==> src/rtl/psgtn_pkg.sv <==
package psgtn_pkg;

    // Field and register widths
    localparam int DATA_W   = 8;
    localparam int CFG_W    = 16;
    localparam int SAMPLE_W = 16;
    localparam int TONE_W   = 10;
    localparam int NPER_W   = 11;
    localparam int CNT_W    = 11;
    localparam int CODE_W   = 4;
    localparam int VOL_W    = 13;
    localparam int SUM_W    = 15;
    localparam int NUM_TONE = 3;
    localparam int NUM_CHAN = 4;

    // Default tick divider
    localparam int DIVIDER_DEF = 8;

    // Configuration reset values
    localparam logic [CFG_W-1:0] LFSR_MASK_RST = 16'h8000;
    localparam logic [CFG_W-1:0] TAP_A_RST     = 16'h0001;
    localparam logic [CFG_W-1:0] TAP_B_RST     = 16'h0008;

    // Input kinds (tuser)
    localparam logic KIND_WRITE = 1'b0;
    localparam logic KIND_TICK  = 1'b1;

    // Chip register numbers
    localparam logic [2:0] REG_NOISE     = 3'd6;
    localparam logic [2:0] REG_TONE2     = 3'd4;
    localparam logic [2:0] LATCH_IDX_RST = 3'd3;

    // Noise rate code that follows tone channel 2
    localparam logic [1:0] RATE_TONE2 = 2'd3;

    // Volume code of a silent channel
    localparam logic [CODE_W-1:0] VOL_OFF = 4'd15;

    // Configuration register index
    typedef enum logic [1:0] {
        CFG_LFSR_MASK = 2'd0,
        CFG_TAP_A     = 2'd1,
        CFG_TAP_B     = 2'd2
    } t_cfg_reg;

    // Control handed from register decode to the oscillators
    typedef struct packed {
        logic [NUM_TONE-1:0][TONE_W-1:0] tone_period;
        logic [NPER_W-1:0]               noise_period;
        logic                            tap_b_en;
        logic                            noise_load;
    } t_ctrl;

    // 2 dB attenuation steps
    function automatic logic [VOL_W-1:0] vol_level(input logic [CODE_W-1:0] code);
        logic [VOL_W-1:0] v;
        case (code)
            4'd0:    v = 13'd8191;
            4'd1:    v = 13'd6506;
            4'd2:    v = 13'd5168;
            4'd3:    v = 13'd4105;
            4'd4:    v = 13'd3260;
            4'd5:    v = 13'd2590;
            4'd6:    v = 13'd2057;
            4'd7:    v = 13'd1634;
            4'd8:    v = 13'd1298;
            4'd9:    v = 13'd1031;
            4'd10:   v = 13'd819;
            4'd11:   v = 13'd650;
            4'd12:   v = 13'd516;
            4'd13:   v = 13'd410;
            4'd14:   v = 13'd326;
            default: v = 13'd0;
        endcase
        return v;
    endfunction

    // Noise period from the rate bits and tone channel 2 period
    function automatic logic [NPER_W-1:0] noise_period(input logic [1:0] rate,
                                                       input logic [TONE_W-1:0] tone2);
        logic [NPER_W-1:0] p;
        case (rate)
            2'd0:    p = 11'd32;
            2'd1:    p = 11'd64;
            2'd2:    p = 11'd128;
            default: p = {tone2, 1'b0};
        endcase
        return p;
    endfunction

endpackage

==> src/rtl/psgtn_ctrl.sv <==
module psgtn_ctrl (
    input  logic                                                    i_clk,
    input  logic                                                    i_rst_n,
    input  logic                                                    i_wr,
    input  logic [psgtn_pkg::DATA_W-1:0]                            i_data,
    output psgtn_pkg::t_ctrl                                        o_ctrl,
    output logic [psgtn_pkg::NUM_CHAN-1:0][psgtn_pkg::CODE_W-1:0]   o_vol_next
);

    logic [2:0]                                                  r_latched;
    logic [2:0]                                                  n_latched;
    logic [psgtn_pkg::NUM_TONE-1:0][psgtn_pkg::TONE_W-1:0]       r_tone;
    logic [psgtn_pkg::NUM_TONE-1:0][psgtn_pkg::TONE_W-1:0]       n_tone;
    logic [psgtn_pkg::NPER_W-1:0]                                r_nper;
    logic [psgtn_pkg::NPER_W-1:0]                                n_nper;
    logic [3:0]                                                  r_noise_reg;
    logic [3:0]                                                  n_noise_reg;
    logic [psgtn_pkg::NUM_CHAN-1:0][psgtn_pkg::CODE_W-1:0]       r_vol;
    logic [psgtn_pkg::NUM_CHAN-1:0][psgtn_pkg::CODE_W-1:0]       n_vol;
    logic                                                        is_latch;
    logic [2:0]                                                  sel;
    logic                                                        noise_load;

    // Decode of one chip byte
    always_comb begin
        n_latched   = r_latched;
        n_tone      = r_tone;
        n_nper      = r_nper;
        n_noise_reg = r_noise_reg;
        n_vol       = r_vol;
        noise_load  = 1'b0;
        is_latch    = i_data[7];
        sel         = is_latch ? i_data[6:4] : r_latched;
        if (i_wr) begin
            if (is_latch) begin
                n_latched = i_data[6:4];
            end
            if (sel == psgtn_pkg::REG_NOISE) begin
                n_noise_reg = i_data[3:0];
                n_nper      = psgtn_pkg::noise_period(n_noise_reg[1:0], r_tone[2]);
                noise_load  = 1'b1;
            end else if (sel[0]) begin
                // volume: both byte forms set the code directly
                n_vol[sel[2:1]] = i_data[3:0];
            end else begin
                if (is_latch) begin
                    n_tone[sel[2:1]][3:0] = i_data[3:0];
                end else begin
                    n_tone[sel[2:1]][9:4] = i_data[5:0];
                end
                if (sel == psgtn_pkg::REG_TONE2 &&
                    r_noise_reg[1:0] == psgtn_pkg::RATE_TONE2) begin
                    n_nper = psgtn_pkg::noise_period(r_noise_reg[1:0], n_tone[2]);
                end
            end
        end
    end

    always_ff @(posedge i_clk) begin
        if (!i_rst_n) begin
            r_latched   <= psgtn_pkg::LATCH_IDX_RST;
            r_tone      <= '0;
            r_nper      <= '0;
            r_noise_reg <= '0;
            r_vol       <= {psgtn_pkg::NUM_CHAN{psgtn_pkg::VOL_OFF}};
        end else begin
            r_latched   <= n_latched;
            r_tone      <= n_tone;
            r_nper      <= n_nper;
            r_noise_reg <= n_noise_reg;
            r_vol       <= n_vol;
        end
    end

    assign o_ctrl.tone_period  = r_tone;
    assign o_ctrl.noise_period = r_nper;
    assign o_ctrl.tap_b_en     = r_noise_reg[2];
    assign o_ctrl.noise_load   = noise_load;
    assign o_vol_next          = n_vol;

endmodule

==> src/rtl/psgtn_osc.sv <==
module psgtn_osc #(
    parameter int DIVIDER = psgtn_pkg::DIVIDER_DEF
) (
    input  logic                               i_clk,
    input  logic                               i_rst_n,
    input  logic                               i_tick,
    input  psgtn_pkg::t_ctrl                   i_ctrl,
    input  logic [psgtn_pkg::CFG_W-1:0]        i_lfsr_mask,
    input  logic [psgtn_pkg::CFG_W-1:0]        i_tap_a,
    input  logic [psgtn_pkg::CFG_W-1:0]        i_tap_b,
    output logic [psgtn_pkg::NUM_CHAN-1:0]     o_level_next
);

    localparam int DivW = (DIVIDER > 1) ? $clog2(DIVIDER) : 1;
    localparam logic [DivW-1:0] DivReload = DivW'(DIVIDER - 1);

    logic [DivW-1:0]                                           r_div;
    logic [DivW-1:0]                                           n_div;
    logic [psgtn_pkg::NUM_CHAN-1:0][psgtn_pkg::CNT_W-1:0]      r_cnt;
    logic [psgtn_pkg::NUM_CHAN-1:0][psgtn_pkg::CNT_W-1:0]      n_cnt;
    logic [psgtn_pkg::NUM_CHAN-1:0]                            r_level;
    logic [psgtn_pkg::NUM_CHAN-1:0]                            n_level;
    logic [psgtn_pkg::CFG_W-1:0]                               r_shift;
    logic [psgtn_pkg::CFG_W-1:0]                               n_shift;
    logic                                                      step;
    logic                                                      fb_a;
    logic                                                      fb_b;

    // Divider, tone counters and noise shift register
    always_comb begin
        n_div   = r_div;
        n_cnt   = r_cnt;
        n_level = r_level;
        n_shift = r_shift;
        step    = 1'b0;
        fb_a    = |(r_shift & i_tap_a);
        fb_b    = (|(r_shift & i_tap_b)) & i_ctrl.tap_b_en;
        if (i_tick) begin
            if (r_div != '0) begin
                n_div = r_div - DivW'(1);
            end else begin
                n_div = DivReload;
                step  = 1'b1;
            end
        end
        if (step) begin
            for (int i = 0; i < psgtn_pkg::NUM_TONE; i++) begin
                if (r_cnt[i] <= psgtn_pkg::CNT_W'(1)) begin
                    n_level[i] = ~r_level[i];
                    n_cnt[i]   = psgtn_pkg::CNT_W'(i_ctrl.tone_period[i]);
                end else begin
                    n_cnt[i] = r_cnt[i] - psgtn_pkg::CNT_W'(1);
                end
            end
            if (r_cnt[3] <= psgtn_pkg::CNT_W'(1)) begin
                n_shift    = {1'b0, r_shift[psgtn_pkg::CFG_W-1:1]} |
                             ((fb_a ^ fb_b) ? i_lfsr_mask : '0);
                n_level[3] = n_shift[0];
                n_cnt[3]   = i_ctrl.noise_period;
            end else begin
                n_cnt[3] = r_cnt[3] - psgtn_pkg::CNT_W'(1);
            end
        end
        // noise register write reloads the shift register
        if (i_ctrl.noise_load) begin
            n_shift = i_lfsr_mask;
        end
    end

    always_ff @(posedge i_clk) begin
        if (!i_rst_n) begin
            r_div   <= DivReload;
            r_cnt   <= '0;
            r_level <= '0;
            r_shift <= psgtn_pkg::LFSR_MASK_RST;
        end else begin
            r_div   <= n_div;
            r_cnt   <= n_cnt;
            r_level <= n_level;
            r_shift <= n_shift;
        end
    end

    assign o_level_next = n_level;

endmodule

==> src/rtl/psgtn_mix.sv <==
module psgtn_mix (
    input  logic [psgtn_pkg::NUM_CHAN-1:0]                           i_level,
    input  logic [psgtn_pkg::NUM_CHAN-1:0][psgtn_pkg::CODE_W-1:0]    i_vol_code,
    output logic signed [psgtn_pkg::SAMPLE_W-1:0]                    o_sample
);

    logic [psgtn_pkg::SUM_W-1:0] sum;

    // Sum of the active channel volumes, negated
    always_comb begin
        sum = '0;
        for (int i = 0; i < psgtn_pkg::NUM_CHAN; i++) begin
            if (i_level[i]) begin
                sum = sum + psgtn_pkg::SUM_W'(psgtn_pkg::vol_level(i_vol_code[i]));
            end
        end
        o_sample = psgtn_pkg::SAMPLE_W'(0) - psgtn_pkg::SAMPLE_W'(sum);
    end

endmodule

==> src/rtl/psg_tone_noise_generator.sv <==
// Sound generator with three square tone channels and one noise channel
// fed by a 16-bit feedback shift register. Each input request is either a
// chip byte (tuser 0) or one native sample tick (tuser 1); every request
// yields exactly one output sample, the negated sum of the volumes of the
// channels whose level is high. One request is taken per clock cycle and its
// sample appears in the output register on the next cycle; the only limit on
// throughput is the output register, which takes a new sample in the same
// cycle the held one is taken. Channel counters step once every DIVIDER
// ticks. The configuration port sets the shift register load/feedback mask
// and the two tap masks; write it only while no request is in flight.
module psg_tone_noise_generator #(
    parameter int DIVIDER = psgtn_pkg::DIVIDER_DEF
) (
    input  logic                                  i_clk,
    input  logic                                  i_rst_n,
    // input stream
    input  logic                                  s_axis_tvalid,
    output logic                                  s_axis_tready,
    input  logic [psgtn_pkg::DATA_W-1:0]          s_axis_tdata,   // [7:0] data_byte
    input  logic                                  s_axis_tuser,   // [0] kind
    // output stream
    output logic                                  m_axis_tvalid,
    input  logic                                  m_axis_tready,
    output logic [psgtn_pkg::SAMPLE_W-1:0]        m_axis_tdata,   // [15:0] sample
    // configuration write port
    input  logic                                  i_cfg_wr_en,
    input  logic [1:0]                            i_cfg_index,
    input  logic [psgtn_pkg::CFG_W-1:0]           i_cfg_data
);

    logic                                                     s_fire;
    logic                                                     wr_req;
    logic                                                     tick_req;
    psgtn_pkg::t_ctrl                                         ctrl;
    logic [psgtn_pkg::NUM_CHAN-1:0][psgtn_pkg::CODE_W-1:0]    vol_next;
    logic [psgtn_pkg::NUM_CHAN-1:0]                           level_next;
    logic signed [psgtn_pkg::SAMPLE_W-1:0]                    sample_next;

    logic [psgtn_pkg::CFG_W-1:0]                              r_lfsr_mask;
    logic [psgtn_pkg::CFG_W-1:0]                              r_tap_a;
    logic [psgtn_pkg::CFG_W-1:0]                              r_tap_b;
    logic                                                     r_m_valid;
    logic [psgtn_pkg::SAMPLE_W-1:0]                           r_m_data;

    // Request acceptance
    assign s_axis_tready = !r_m_valid || m_axis_tready;
    assign s_fire        = s_axis_tvalid && s_axis_tready;
    assign wr_req        = s_fire && (s_axis_tuser == psgtn_pkg::KIND_WRITE);
    assign tick_req      = s_fire && (s_axis_tuser == psgtn_pkg::KIND_TICK);

    // Configuration registers
    always_ff @(posedge i_clk) begin
        if (!i_rst_n) begin
            r_lfsr_mask <= psgtn_pkg::LFSR_MASK_RST;
            r_tap_a     <= psgtn_pkg::TAP_A_RST;
            r_tap_b     <= psgtn_pkg::TAP_B_RST;
        end else if (i_cfg_wr_en) begin
            case (i_cfg_index)
                psgtn_pkg::CFG_LFSR_MASK: r_lfsr_mask <= i_cfg_data;
                psgtn_pkg::CFG_TAP_A:     r_tap_a     <= i_cfg_data;
                psgtn_pkg::CFG_TAP_B:     r_tap_b     <= i_cfg_data;
                default: ;
            endcase
        end
    end

    psgtn_ctrl u_ctrl (
        .i_clk      (i_clk),
        .i_rst_n    (i_rst_n),
        .i_wr       (wr_req),
        .i_data     (s_axis_tdata),
        .o_ctrl     (ctrl),
        .o_vol_next (vol_next)
    );

    psgtn_osc #(
        .DIVIDER (DIVIDER)
    ) u_osc (
        .i_clk        (i_clk),
        .i_rst_n      (i_rst_n),
        .i_tick       (tick_req),
        .i_ctrl       (ctrl),
        .i_lfsr_mask  (r_lfsr_mask),
        .i_tap_a      (r_tap_a),
        .i_tap_b      (r_tap_b),
        .o_level_next (level_next)
    );

    psgtn_mix u_mix (
        .i_level    (level_next),
        .i_vol_code (vol_next),
        .o_sample   (sample_next)
    );

    // Output register
    always_ff @(posedge i_clk) begin
        if (!i_rst_n) begin
            r_m_valid <= 1'b0;
        end else if (s_fire) begin
            r_m_valid <= 1'b1;
        end else if (m_axis_tready) begin
            r_m_valid <= 1'b0;
        end
    end

    always_ff @(posedge i_clk) begin
        if (s_fire) begin
            r_m_data <= sample_next;
        end
    end

    assign m_axis_tvalid = r_m_valid;
    assign m_axis_tdata  = r_m_data;

    // Every accepted request leaves a sample waiting
    a_fire_gives_sample: assert property (@(posedge i_clk) disable iff (!i_rst_n)
        s_fire |=> m_axis_tvalid)
        else $error("accepted request produced no sample");

    // Samples are never positive
    a_sample_sign: assert property (@(posedge i_clk) disable iff (!i_rst_n)
        m_axis_tvalid |-> (m_axis_tdata[psgtn_pkg::SAMPLE_W-1] || m_axis_tdata == '0))
        else $error("positive output sample");

    // An empty output register never blocks the input
    a_ready_when_empty: assert property (@(posedge i_clk) disable iff (!i_rst_n)
        !m_axis_tvalid |-> s_axis_tready)
        else $error("input stalled with empty output register");

endmodule
==> config.mk <==
export PLATFORM = sky130hd
export DESIGN_NAME = psg_tone_noise_generator
export DESIGN_NICKNAME = d
export VERILOG_FILES = /design/src/rtl/psgtn_pkg.sv /design/src/rtl/psgtn_ctrl.sv /design/src/rtl/psgtn_osc.sv /design/src/rtl/psgtn_mix.sv /design/src/rtl/psg_tone_noise_generator.sv
export SDC_FILE = /design/constraint.sdc
export NUM_CORES = 1
export LEC_CHECK = 0
export ABC_AREA = 1
export BUFFER_PORTS_ARGS = -buffer_cell sky130_fd_sc_hd__buf_2
export CAP_MARGIN = 20
export CORE_MARGIN = 1
export CORE_UTILIZATION = 23
export CTS_CLUSTER_DIAMETER = 60
export CTS_CLUSTER_SIZE = 14
export DETAILED_ROUTE_END_ITERATION = 8
export GPL_TIMING_DRIVEN = 0
export PLACE_DENSITY = 0.48
export REMOVE_ABC_BUFFERS = 1
export SYNTH_ARGS = -nofsm -noshare
export SYNTH_HDL_FRONTEND = slang
export SYNTH_SLANG_ARGS = --single-unit
==> constraint.sdc <==
create_clock -name i_clk -period 6.69 [get_ports i_clk]
set_clock_uncertainty 0.05 [all_clocks]
set_input_delay 1.338 -clock i_clk [delete_from_list [all_inputs] [get_ports i_clk]]
set_output_delay 1.338 -clock i_clk [all_outputs]
set_load 0.01 [all_outputs]
==> results.md, run 1 <==
- Final ANT Viol Nets: 0
- Setup crit end: m_axis_tdata[14]$_DFFE_PN_
- Layout cells sized above 1: between 20 and 25%
- Outcome: finished, violations left
- Reg2Reg Depth: 45
- Layout net count: 2125
- Worst path slowest cell: o21a_4
- Ys async rst share: 0%
- Via count: roughly 13000
- Area share of the largest cell type after synthesis: between 20% and 30%
- Worst hold path class: reg2reg
- First-pass iteration count of the detailed router: 7
- Worst-path fanout max: 8
- Sequential area share after synthesis: between 30 and 40%
- GP Congestion: between 0.8 and 0.9
- Syn avg cell area: 6.82 µm²
- Root buffer cell: clkbuf_16
- CP Data Required Time: just under 7 ns
- N_diodes: 0
- Post-synth EDFFs: 16
- RSZ-0062 raised after global routing: yes
- CTS Buffer Depth: 2
- Final Cell Area: about 16000 µm²
- Dominant cell type by area after synthesis: dfxtp_1
- Syn Inst Count: around 1900
- # port buffers: 49
- Peak supply drop: 0.135 mV
- # IOs: 50
- Met3 wire len: between 900 and 1000 µm
- Tmin final: between 6 and 7 ns
- Max-slew violation count: 0
- Post-synthesis cell type count: 60
- Crit end category: flop
- Uppermost routed layer: met4
- Core footprint: between 50000 and 60000 µm²
- CP arrival: approximately 7.1 ns
- Met2 WL: ~18000 µm
- Slew headroom: 28.2%
- Worst Tran Pin Value: 1.08 ns
- Top post-synthesis cells by area: dfxtp_1, nand2_1, o21ai_0
- Largest net degree at the start of global routing: 96
- CP Launch Point: s_axis_tdata[7]
- DRT iter0 DRCs: 674
- FF-to-FF Start: m_axis_tvalid$_SDFFE_PN0P_
- Drt drc: 0
- Row count: 87
- Synth top cells by count: nand2_1, nor2_1, inv_1
- Initial Util: between 20% and 30%
- Routed WL per cell: 14.0 µm
- R2r setup slk: approximately 0.43 ns
- Number of CTS-inserted buffers: 17
- Clock sink count: 194
- Tcrit/Tclk final: 103%
- Fmax: roughly 140 MHz
- Final Core Density: slightly below 30%
- # setup viols final: 8
- Startpoint Class: input pin
- Max Cap Viol: 0
- CP peak stage delay: between 0.3 and 0.4 ns
- Fill cell total of the finished layout: 6193
- Total track usage: 13.4%
- Leakage: between 7 and 8 nW
- Largest register by flop count: u_osc.r_cnt
- Worst R2R End: m_axis_tdata[14]$_DFFE_PN_
- Full die area: between 50000 and 60000 µm²
- Die Y: about 240 µm
- Most used cell, CP: buf_4
- Placed instance area: 14100 µm²
- WL final: roughly 40000 µm
- CTS tree: done
- Layout Area Growth over Synthesis: 24.7%
- Pwr/cell area: approximately 160 nW/µm²
- Die X-Extent: between 200 and 250 µm
- HPWL Detailed: ~27000 µm
- Vias in the first global route: about 12000
- Grt total ovfl: 0
- Global-route wire length before repair: about 62000 µm
- Final WS setup: -0.225 ns
- Initial antenna violation count: 0
- Met1 Wirelength: between 15000 and 20000 µm
- Post-synthesis register bit count: 194
- Worst-path clk slew: 0.08 ns
- H-tree lvl count: 4
- Top FF cell, synth: dfxtp_1
- Top-count cell post-synth: nand2_1
- Failing checks: negative setup slack
- Max reg flops: 44
- Mapped Area: roughly 13000 µm²
- Vias per inst: around 4.6
- Crit Path Category: in2reg
- Clk Latency, worst-skew pair: roughly 0.46 ns
- Ys Warns: 0
- Final hold viol count: 0
-- area by class of cell --
type / instances / area, µm² / area share [%]
clock buffers: 17 / 425 / 2.60
clock inverters: 15 / 184 / 1.12
inverters: 223 / 868 / 5.31
multi-input cells: 1442 / 8870 / 54.2
flip-flops and latches: 194 / 4040 / 24.7
well taps: 756 / 946 / 5.78
repair buffers: 140 / 1020 / 6.22
-- cells in the final DEF (no fill, tap or decap), types with 13 or more instances in the layout --
master / count
buf_4: 85
ha_4: 20
inv_2: 22
nand2_4: 25
dfxtp_1: 178
o21ai_0: 169
nand4_1: 18
a22oi_1: 20
or2_2: 14
a31oi_1: 13
o22ai_1: 19
clkbuf_16: 17
o211ai_1: 22
nand2_2: 48
ha_1: 51
nor3_1: 18
nand3_2: 26
buf_2: 45
edfxtp_1: 16
nor2_1: 188
xor2_1: 38
nand3_1: 91
nor2_2: 19
a21oi_1: 129
inv_1: 190
nand2_1: 366
-- power breakdown --
part           total, mW  leakage [nW]  internal, mW  switching [mW]
registers           1.21          1.61          1.20          0.0153
logic              0.373          5.34         0.134           0.238
clock network       1.07         0.300         0.540           0.534
-- stage by stage --
stage	TNS (ns)	hold WS, ns	total power [mW]	worst slack [ns]	std cells
after floorplan	-4.57	0.370	1.43	-0.776	1858
after global placement	-68.94	0.386	1.52	-2.36	2663
after detailed placement	-23.09	0.389	1.53	-2.43	2669
after CTS	-0.269	0.401	2.67	-0.132	2765
after global routing	-4.10	0.423	2.78	-0.540	2787
final	-1.36	0.400	2.66	-0.225	2787
-- logic make-up after synthesis --
logic type,count (synthesis),synth area share (%)
DFF,194,30.8
buffers and inverters,289,8.89
AOI/OAI and AO/OA,458,19.8
adders and majority gates,75,7.33
and+or+nand+nor,858,29.8
xor gates and xnor gates,50,3.34
-- critical path, delay by kind of cell --
kind	cells	cell delay, ns
adder cells (fa/ha/maj)	3	0.85
AO/OA/AOI/OAI	7	0.93
XOR/XNOR	2	0.31
AND/OR/NAND/NOR	22	2.21
buffers and inverters	13	1.42
-- how the worst min path moves through the flow --
| stage | start | endpoint | slack, ns | cells past startpoint |
|---|---|---|---|---|
| after floorplan | u_ctrl.o_ctrl[24]$_SDFFE_PN0P_ | u_ctrl.o_ctrl[24]$_SDFFE_PN0P_ | 0.37 | 2 |
| after global placement | u_ctrl.o_ctrl[26]$_SDFFE_PN0P_ | u_ctrl.o_ctrl[26]$_SDFFE_PN0P_ | 0.39 | 2 |
| after detailed placement | u_ctrl.o_ctrl[26]$_SDFFE_PN0P_ | u_ctrl.o_ctrl[26]$_SDFFE_PN0P_ | 0.39 | 2 |
| after CTS | u_ctrl.o_ctrl[26]$_SDFFE_PN0P_ | u_ctrl.o_ctrl[26]$_SDFFE_PN0P_ | 0.40 | 2 |
| after global routing | u_ctrl.o_ctrl[30]$_SDFFE_PN0P_ | u_ctrl.o_ctrl[30]$_SDFFE_PN0P_ | 0.42 | 2 |
| final | u_ctrl.o_ctrl[26]$_SDFFE_PN0P_ | u_ctrl.o_ctrl[26]$_SDFFE_PN0P_ | 0.40 | 2 |
-- metal layers --
layer  global-route usage [%]  vias up
met5                        0        -
met4                     4.60        0
met3                     1.66       37
met2                     22.5      182
met1                     17.7     6017
li1                         -     6604
-- timing repair --
item                       4_1_cts  5_1_grt
setup endpoints to repair       12       11
gates cloned                     1        0
hold buffers                     0        0
setup buffers                   66       22
pin swaps                       73       63
resized for setup              160       80
Power figures use the tool's default switching activity.
==> run 2: changes to the inputs <==
==> constraint.sdc (replaced) <==
create_clock -name i_clk -period 6.69 [get_ports i_clk]
set_clock_uncertainty 0.05 [all_clocks]
set_input_delay 1.6725 -clock i_clk [delete_from_list [all_inputs] [get_ports i_clk]]
set_output_delay 1.6725 -clock i_clk [all_outputs]
set_load 0.01 [all_outputs]
==> results.md, run 2 (same netlist as run 1, synthesis figures left out) <==
- Startpoint Class: input pin
- Leakage: between 7 and 8 nW
- Max-slew violation count: 0
- Initial Util: 23.3%
- CP Data Required Time: around 6.9 ns
- Die X-Extent: 241 µm
- Number of CTS-inserted buffers: 17
- HPWL Detailed: between 20000 and 30000 µm
- Layout cells sized above 1: 23.0%
- Fmax: between 100 and 150 MHz
- Largest net degree at the start of global routing: 96
- DRT iter0 DRCs: 679
- CTS Buffer Depth: 2
- Fin Hold WS: 0.401 ns
- Sw frac: between 20 and 30%
- Tmin final: between 7 and 8 ns
- Fill cell total of the finished layout: a little over 6000
- Final WS setup: -0.578 ns
- CTS Hold Buffers Added: 0
- Pwr/cell area: 160 nW/µm²
- Clock sink count: 194
- Worst hold path class: reg2reg
- WL final: 39700 µm
- Initial antenna violation count: 0
- Grt total ovfl: 0
- First-pass iteration count of the detailed router: 7
- Layout Area Growth over Synthesis: 26.6%
- Root buffer cell: clkbuf_16
- Total track usage: between 10% and 20%
- Peak supply drop: between 0.1 and 0.15 mV
- Worst-path fanout max: 8
- Most frequent cells in the layout: nand2_1, inv_1, nor2_1, dfxtp_1, o21ai_0
- R2r setup slk: ~0.42 ns
- H-tree lvl count: 4
- # setup viols final: 10
- Sequential power share: 45.6%
- Internal power: between 1.5 and 2 mW
- Tcrit/Tclk final: 109%
- Row count: 87
- # port buffers: about 50
- Worst slack at placement: -2.76 ns
- Routed WL per cell: between 10 and 15 µm
- # IOs: 50
- Reg2Reg Depth: 50
- Outcome: finished, violations left
- Worst path slowest cell: ha_4
- CP peak stage delay: 0.31 ns
- Max reg flops: 44
- Most used cell, CP: nand2_1
- Net Sw Power: roughly 800 µW
- Die Y: approximately 240 µm
- Max Cap Viol: 0
- Layout net count: 2146
- Register area: ~4000 µm²
- GP Congestion: between 0.8 and 0.9
- RSZ-0062 raised after global routing: yes
- Global-route wire length before repair: ~63000 µm
- Core footprint: ~56000 µm²
- Final ANT Viol Nets: 0
- Clock power frac: ~40%
- Combinational power share: 14.1%
- Multi-input gate area in the final layout: around 9000 µm²
- Worst Tran Pin Value: between 1 and 1.5 ns
- Clk Latency, worst-skew pair: ~0.46 ns
- Hold path depth: 2
- Crit end category: flop
- N_diodes: 0
- Crit Path Category: in2reg
- Failing checks: design-rule violations, negative setup slack
- Vias in the first global route: roughly 12000
- Largest register by flop count: u_osc.r_cnt
- Drt drc: 1
- Via count: ~13000
- CTS tree: done
- Vias per inst: roughly 4.6
- CP arrival: about 7.4 ns
- Worst-path clk slew: ~0.080 ns
- Most common cell after layout, fill and taps aside: nand2_1
- Full die area: around 58000 µm²
- Final hold viol count: 0
- Slew headroom: between 20% and 30%
## run 2: power by group through the flow
stage	registers, mW	clock network [mW]	logic (mW)
after global placement	1.24	0	0.284
after CTS	1.21	1.11	0.353
after floorplan	1.24	0	0.186
final	1.21	1.07	0.375
after global routing	1.22	1.16	0.413
after detailed placement	1.24	0	0.291
## run 2: path summary, 6_finish.rpt
kind,end,from
max,m_axis_tdata[14]$_DFFE_PN_,s_axis_tdata[7]
min,u_ctrl.o_ctrl[26]$_SDFFE_PN0P_,u_ctrl.o_ctrl[26]$_SDFFE_PN0P_
max reg2reg,m_axis_tdata[14]$_DFFE_PN_,u_ctrl.r_latched[1]$_SDFFE_PN1N_
min reg2reg,u_ctrl.o_ctrl[26]$_SDFFE_PN0P_,u_ctrl.o_ctrl[26]$_SDFFE_PN0P_
## run 2: final cells by class
cell class                 count  share of cell area (%)
multi-input combinational   1442                    53.9
sequential                   194                    24.4
timing repair buffer         161                    7.14
tap                          756                    5.70
inverter                     223                    5.23
clock buffer                  17                    2.56
clock inverter                15                    1.11
## run 2: per-layer routing
layer,vias up,wire length (µm),share of wire (%),GRT usage [%]
met2,184,18700,47,22.9
met1,6085,19000,48,17.8
li1,6638,-,-,-
met4,0,841,2.1,4.58
met5,-,0,0,0
met3,44,1060,2.7,1.65
## run 2: worst max-delay path: cells and delay by family
family          cells  cell delay [ns]
xor+xnor            2             0.34
buf+inv            10             0.81
compound gates      6             0.62
simple gates       30             3.05
fa+ha+maj           3             0.91
## run 2: repair_timing
item | CTS | global route
setup endpoints to repair | 15 | 12
pin swaps | 89 | 56
hold endpoints to repair | 0 | 0
resized for setup | 192 | 71
gates cloned | 1 | 0
setup buffers | 85 | 25
## run 2: stage by stage
step	setup TNS (ns)	std cells	power, mW	cell area (µm²)	utilization, %
3_5_place_dp	-28.10	2669	1.53	14100	25.0
4_1_cts	-2.35	2783	2.68	16100	28.6
6_report	-3.74	2808	2.66	16600	29.5
3_3_place_gp	-86.67	2663	1.52	14000	24.8
5_1_grt	-7.27	2808	2.79	16600	29.5
2_1_floorplan	-8.22	1858	1.43	12800	-
==> run 3: changes to the inputs <==
Settings changed: SYNTH_HIERARCHICAL from default to 1.
==> results.md, run 3 <==
- Vias per inst: roughly 4.5
- Max-slew violation count: 0
- Post-synthesis cell type count: between 60 and 70
- WL final: 41800 µm
- Top FF cell, synth: dfxtp_1
- Grt total ovfl: 0
- Pwr/cell area: between 150 and 200 nW/µm²
- Worst R2R End: m_axis_tdata[14]$_DFFE_PP_
- Area share of the largest cell type after synthesis: between 20% and 30%
- Layout cells sized above 1: roughly a quarter
- Leakage: around 8.4 nW
- Via count: 14100
- Ys async rst share: 0%
- Sequential area share after synthesis: 28.7%
- Largest net degree at the start of global routing: between 70 and 80
- CP Launch Point: m_axis_tready
- Tcrit/Tclk final: 103%
- Most used cell, CP: nand2_1
- Synth top cells by count: nand2_1, nor2_1, inv_1
- Crit end category: flop
- R2r setup slk: approximately 0.60 ns
- DRT iter0 DRCs: just over 700
- Drt drc: 0
- Failing checks: negative setup slack
- CP Data Required Time: 6.89 ns
- Die Y: 249 µm
- Die X-Extent: approximately 250 µm
- N_diodes: 0
- Worst-path clk slew: 0.08 ns
- Setup crit end: m_axis_tdata[14]$_DFFE_PP_
- Final hold viol count: 0
- CTS Hold Buffers Added: 0
- CP peak stage delay: approximately 0.38 ns
- Core footprint: slightly above 60000 µm²
- Routed WL per cell: approximately 13 µm
- Layout Area Growth over Synthesis: 27.6%
- # setup viols final: 7
- Most common cell after layout, fill and taps aside: nand2_1
- Initial antenna violation count: 0
- Final ANT Viol Nets: 0
- Syn Inst Count: around 2200
- Top delay family on crit path: simple AND/OR/NAND/NOR gates
- Ys Warns: 6
- Number of CTS-inserted buffers: 17
- Total track usage: a little over an eighth
- Worst-path fanout max: 6
- Worst Tran Pin Value: between 1 and 1.5 ns
- Fin Hold WS: 0.400 ns
- Root buffer cell: clkbuf_16
- Worst hold path class: reg2reg
- Startpoint Class: input pin
- Register area: 4040 µm²
- Tmin final: 6.88 ns
- Worst path slowest cell: fa_2
- Final Core Density: a little under 30%
- Max Cap Viol: 0
- Full die area: slightly above 60000 µm²
- Post-synth EDFFs: 16
- Layout net count: 2415
- Global-route wire length before repair: 67200 µm
- Clock sink count: around 190
- First-pass iteration count of the detailed router: 5
- Initial Util: 23.3%
- Post-synthesis register bit count: ~190
- FF-to-FF Start: u_osc/r_cnt[4]$_SDFFE_PN0P_
- H-tree lvl count: 4
- Top post-synthesis cells by area: dfxtp_1, nand2_1, nor2_1
- Vias in the first global route: 13400
- Crit Path Category: in2reg
- Fmax: 145 MHz
- HPWL Detailed: around 29000 µm
- Worst hold start: u_ctrl/o_ctrl[22]$_SDFFE_PN0P_
- Critical path depth: 44
- # IOs: 50
- Slew headroom: 31.2%
- Dominant cell type by area after synthesis: dfxtp_1
- RSZ-0062 raised after global routing: yes
- # port buffers: 49
- CTS tree: done
- Multi-input gate area in the final layout: between 9000 and 10000 µm²
- GP Congestion: between 0.8 and 0.9
- Syn avg cell area: roughly 6.4 µm²
- Clk Latency, worst-skew pair: 0.48 ns
- Max reg flops: 44
- CP arrival: between 7 and 8 ns
- Reg2Reg Depth: 44
- Crit path buf inv count: 8
- Outcome: finished, violations left
- Largest register by flop count: u_osc/r_cnt
- Final WS setup: -0.187 ns
- Fill cell total of the finished layout: roughly 6600
- Mapped Area: 14100 µm²
- Top-count cell post-synth: nand2_1
- Peak supply drop: 0.198 mV
- CTS Buffer Depth: 2
- Most frequent cells in the layout: nand2_1, nor2_1, inv_1, dfxtp_1, nand3_1
- Row count: 90
## run 3: changes by cell type in the layout (fill, tap and decap cells not counted), moves of 11 or more
cell     change
nand3_1     +27
o21ai_1     +15
nand3_2     +14
nand2_2     +41
inv_1       +55
ha_4        +11
a22oi_1     -20
o21ai_0     -76
nor2_4      +12
nor2_1      +80
nand2_1    +164
a21oi_1     -43
## run 3: repair_timing
| item | 4_1_cts | 5_1_grt |
|---|---|---|
| gates resized for setup | 210 | 134 |
| setup buffers | 65 | 38 |
| setup endpoints to repair | 15 | 12 |
| pin swaps | 66 | 83 |
## run 3: worst min path at each step
stage / cells after the start / slack, ns / endpoint
2_1_floorplan: 2 / 0.37 / u_ctrl/o_ctrl[22]$_SDFFE_PN0P_
3_3_place_gp: 2 / 0.38 / u_ctrl/o_ctrl[22]$_SDFFE_PN0P_
3_5_place_dp: 2 / 0.39 / u_ctrl/o_ctrl[22]$_SDFFE_PN0P_
4_1_cts: 2 / 0.40 / u_ctrl/o_ctrl[22]$_SDFFE_PN0P_
5_1_grt: 2 / 0.43 / u_osc/r_shift[2]$_SDFFE_PN0P_
6_report: 2 / 0.40 / u_ctrl/o_ctrl[22]$_SDFFE_PN0P_
## run 3: stage by stage
step | area (µm²) | setup slack, ns | std cells | total power [mW] | setup TNS [ns]
6_report | 18000 | -0.187 | 3103 | 2.89 | -0.717
4_1_cts | 17100 | -0.127 | 3064 | 2.87 | -0.395
2_1_floorplan | 13700 | -0.959 | 2128 | 1.49 | -9.64
3_3_place_gp | 14900 | -2.70 | 2959 | 1.60 | -48.18
5_1_grt | 18000 | -0.521 | 3103 | 3.03 | -3.34
3_5_place_dp | 15000 | -2.66 | 2967 | 1.61 | -32.38
## run 3: layout make-up
class / instances / share of cell area (%)
clock buffers: 17 / 2.37
clock inverters: 15 / 1.19
inverters: 283 / 6.13
multi-input cells: 1651 / 55.4
flip-flops and latches: 194 / 22.5
repair buffers: 161 / 7.00
well taps: 782 / 5.44
## run 3: cell families (layout without fill, tap and decap cells)
| family | count (synthesis) | in the layout | synth area share [%] |
|---|---|---|---|
| AO/OA/AOI/OAI | 322 | 322 | 12.8 |
| buffers and inverters | 359 | 476 | 10.6 |
| XOR/XNOR | 41 | 41 | 2.55 |
| flip-flops | 194 | 194 | 28.7 |
| other | 1 | 1 | 0.0266 |
| adder cells (fa/ha/maj) | 75 | 75 | 6.82 |
| AND/OR/NAND/NOR | 1212 | 1212 | 38.5 |
## run 3: worst min-delay path: cells and delay by family (launching register included)
| family | cells | cell delay [ns] |
|---|---|---|
| flip-flops | 1 | 0.32 |
| buffers and inverters | 1 | 0.05 |
| AO/OA/AOI/OAI | 1 | 0.05 |
## run 3: per-layer routing
| layer | track usage (%) | wire length [µm] | part of all wire, % | vias to the layer above |
|---|---|---|---|---|
| met1 | 17.0 | 19800 | 47 | 6608 |
| li1 | - | - | - | 7245 |
| met5 | 0 | 0 | 0 | - |
| met2 | 22.5 | 20100 | 48 | 188 |
| met3 | 2.28 | 1090 | 2.6 | 54 |
| met4 | 4.11 | 842 | 2.0 | 0 |
## run 3: power by group
group	internal, mW	total (mW)	switching (mW)
Clock	0.609	1.15	0.542
Sequential	1.20	1.22	0.0183
Combinational	0.202	0.520	0.318
Total	2.01	2.89	0.878
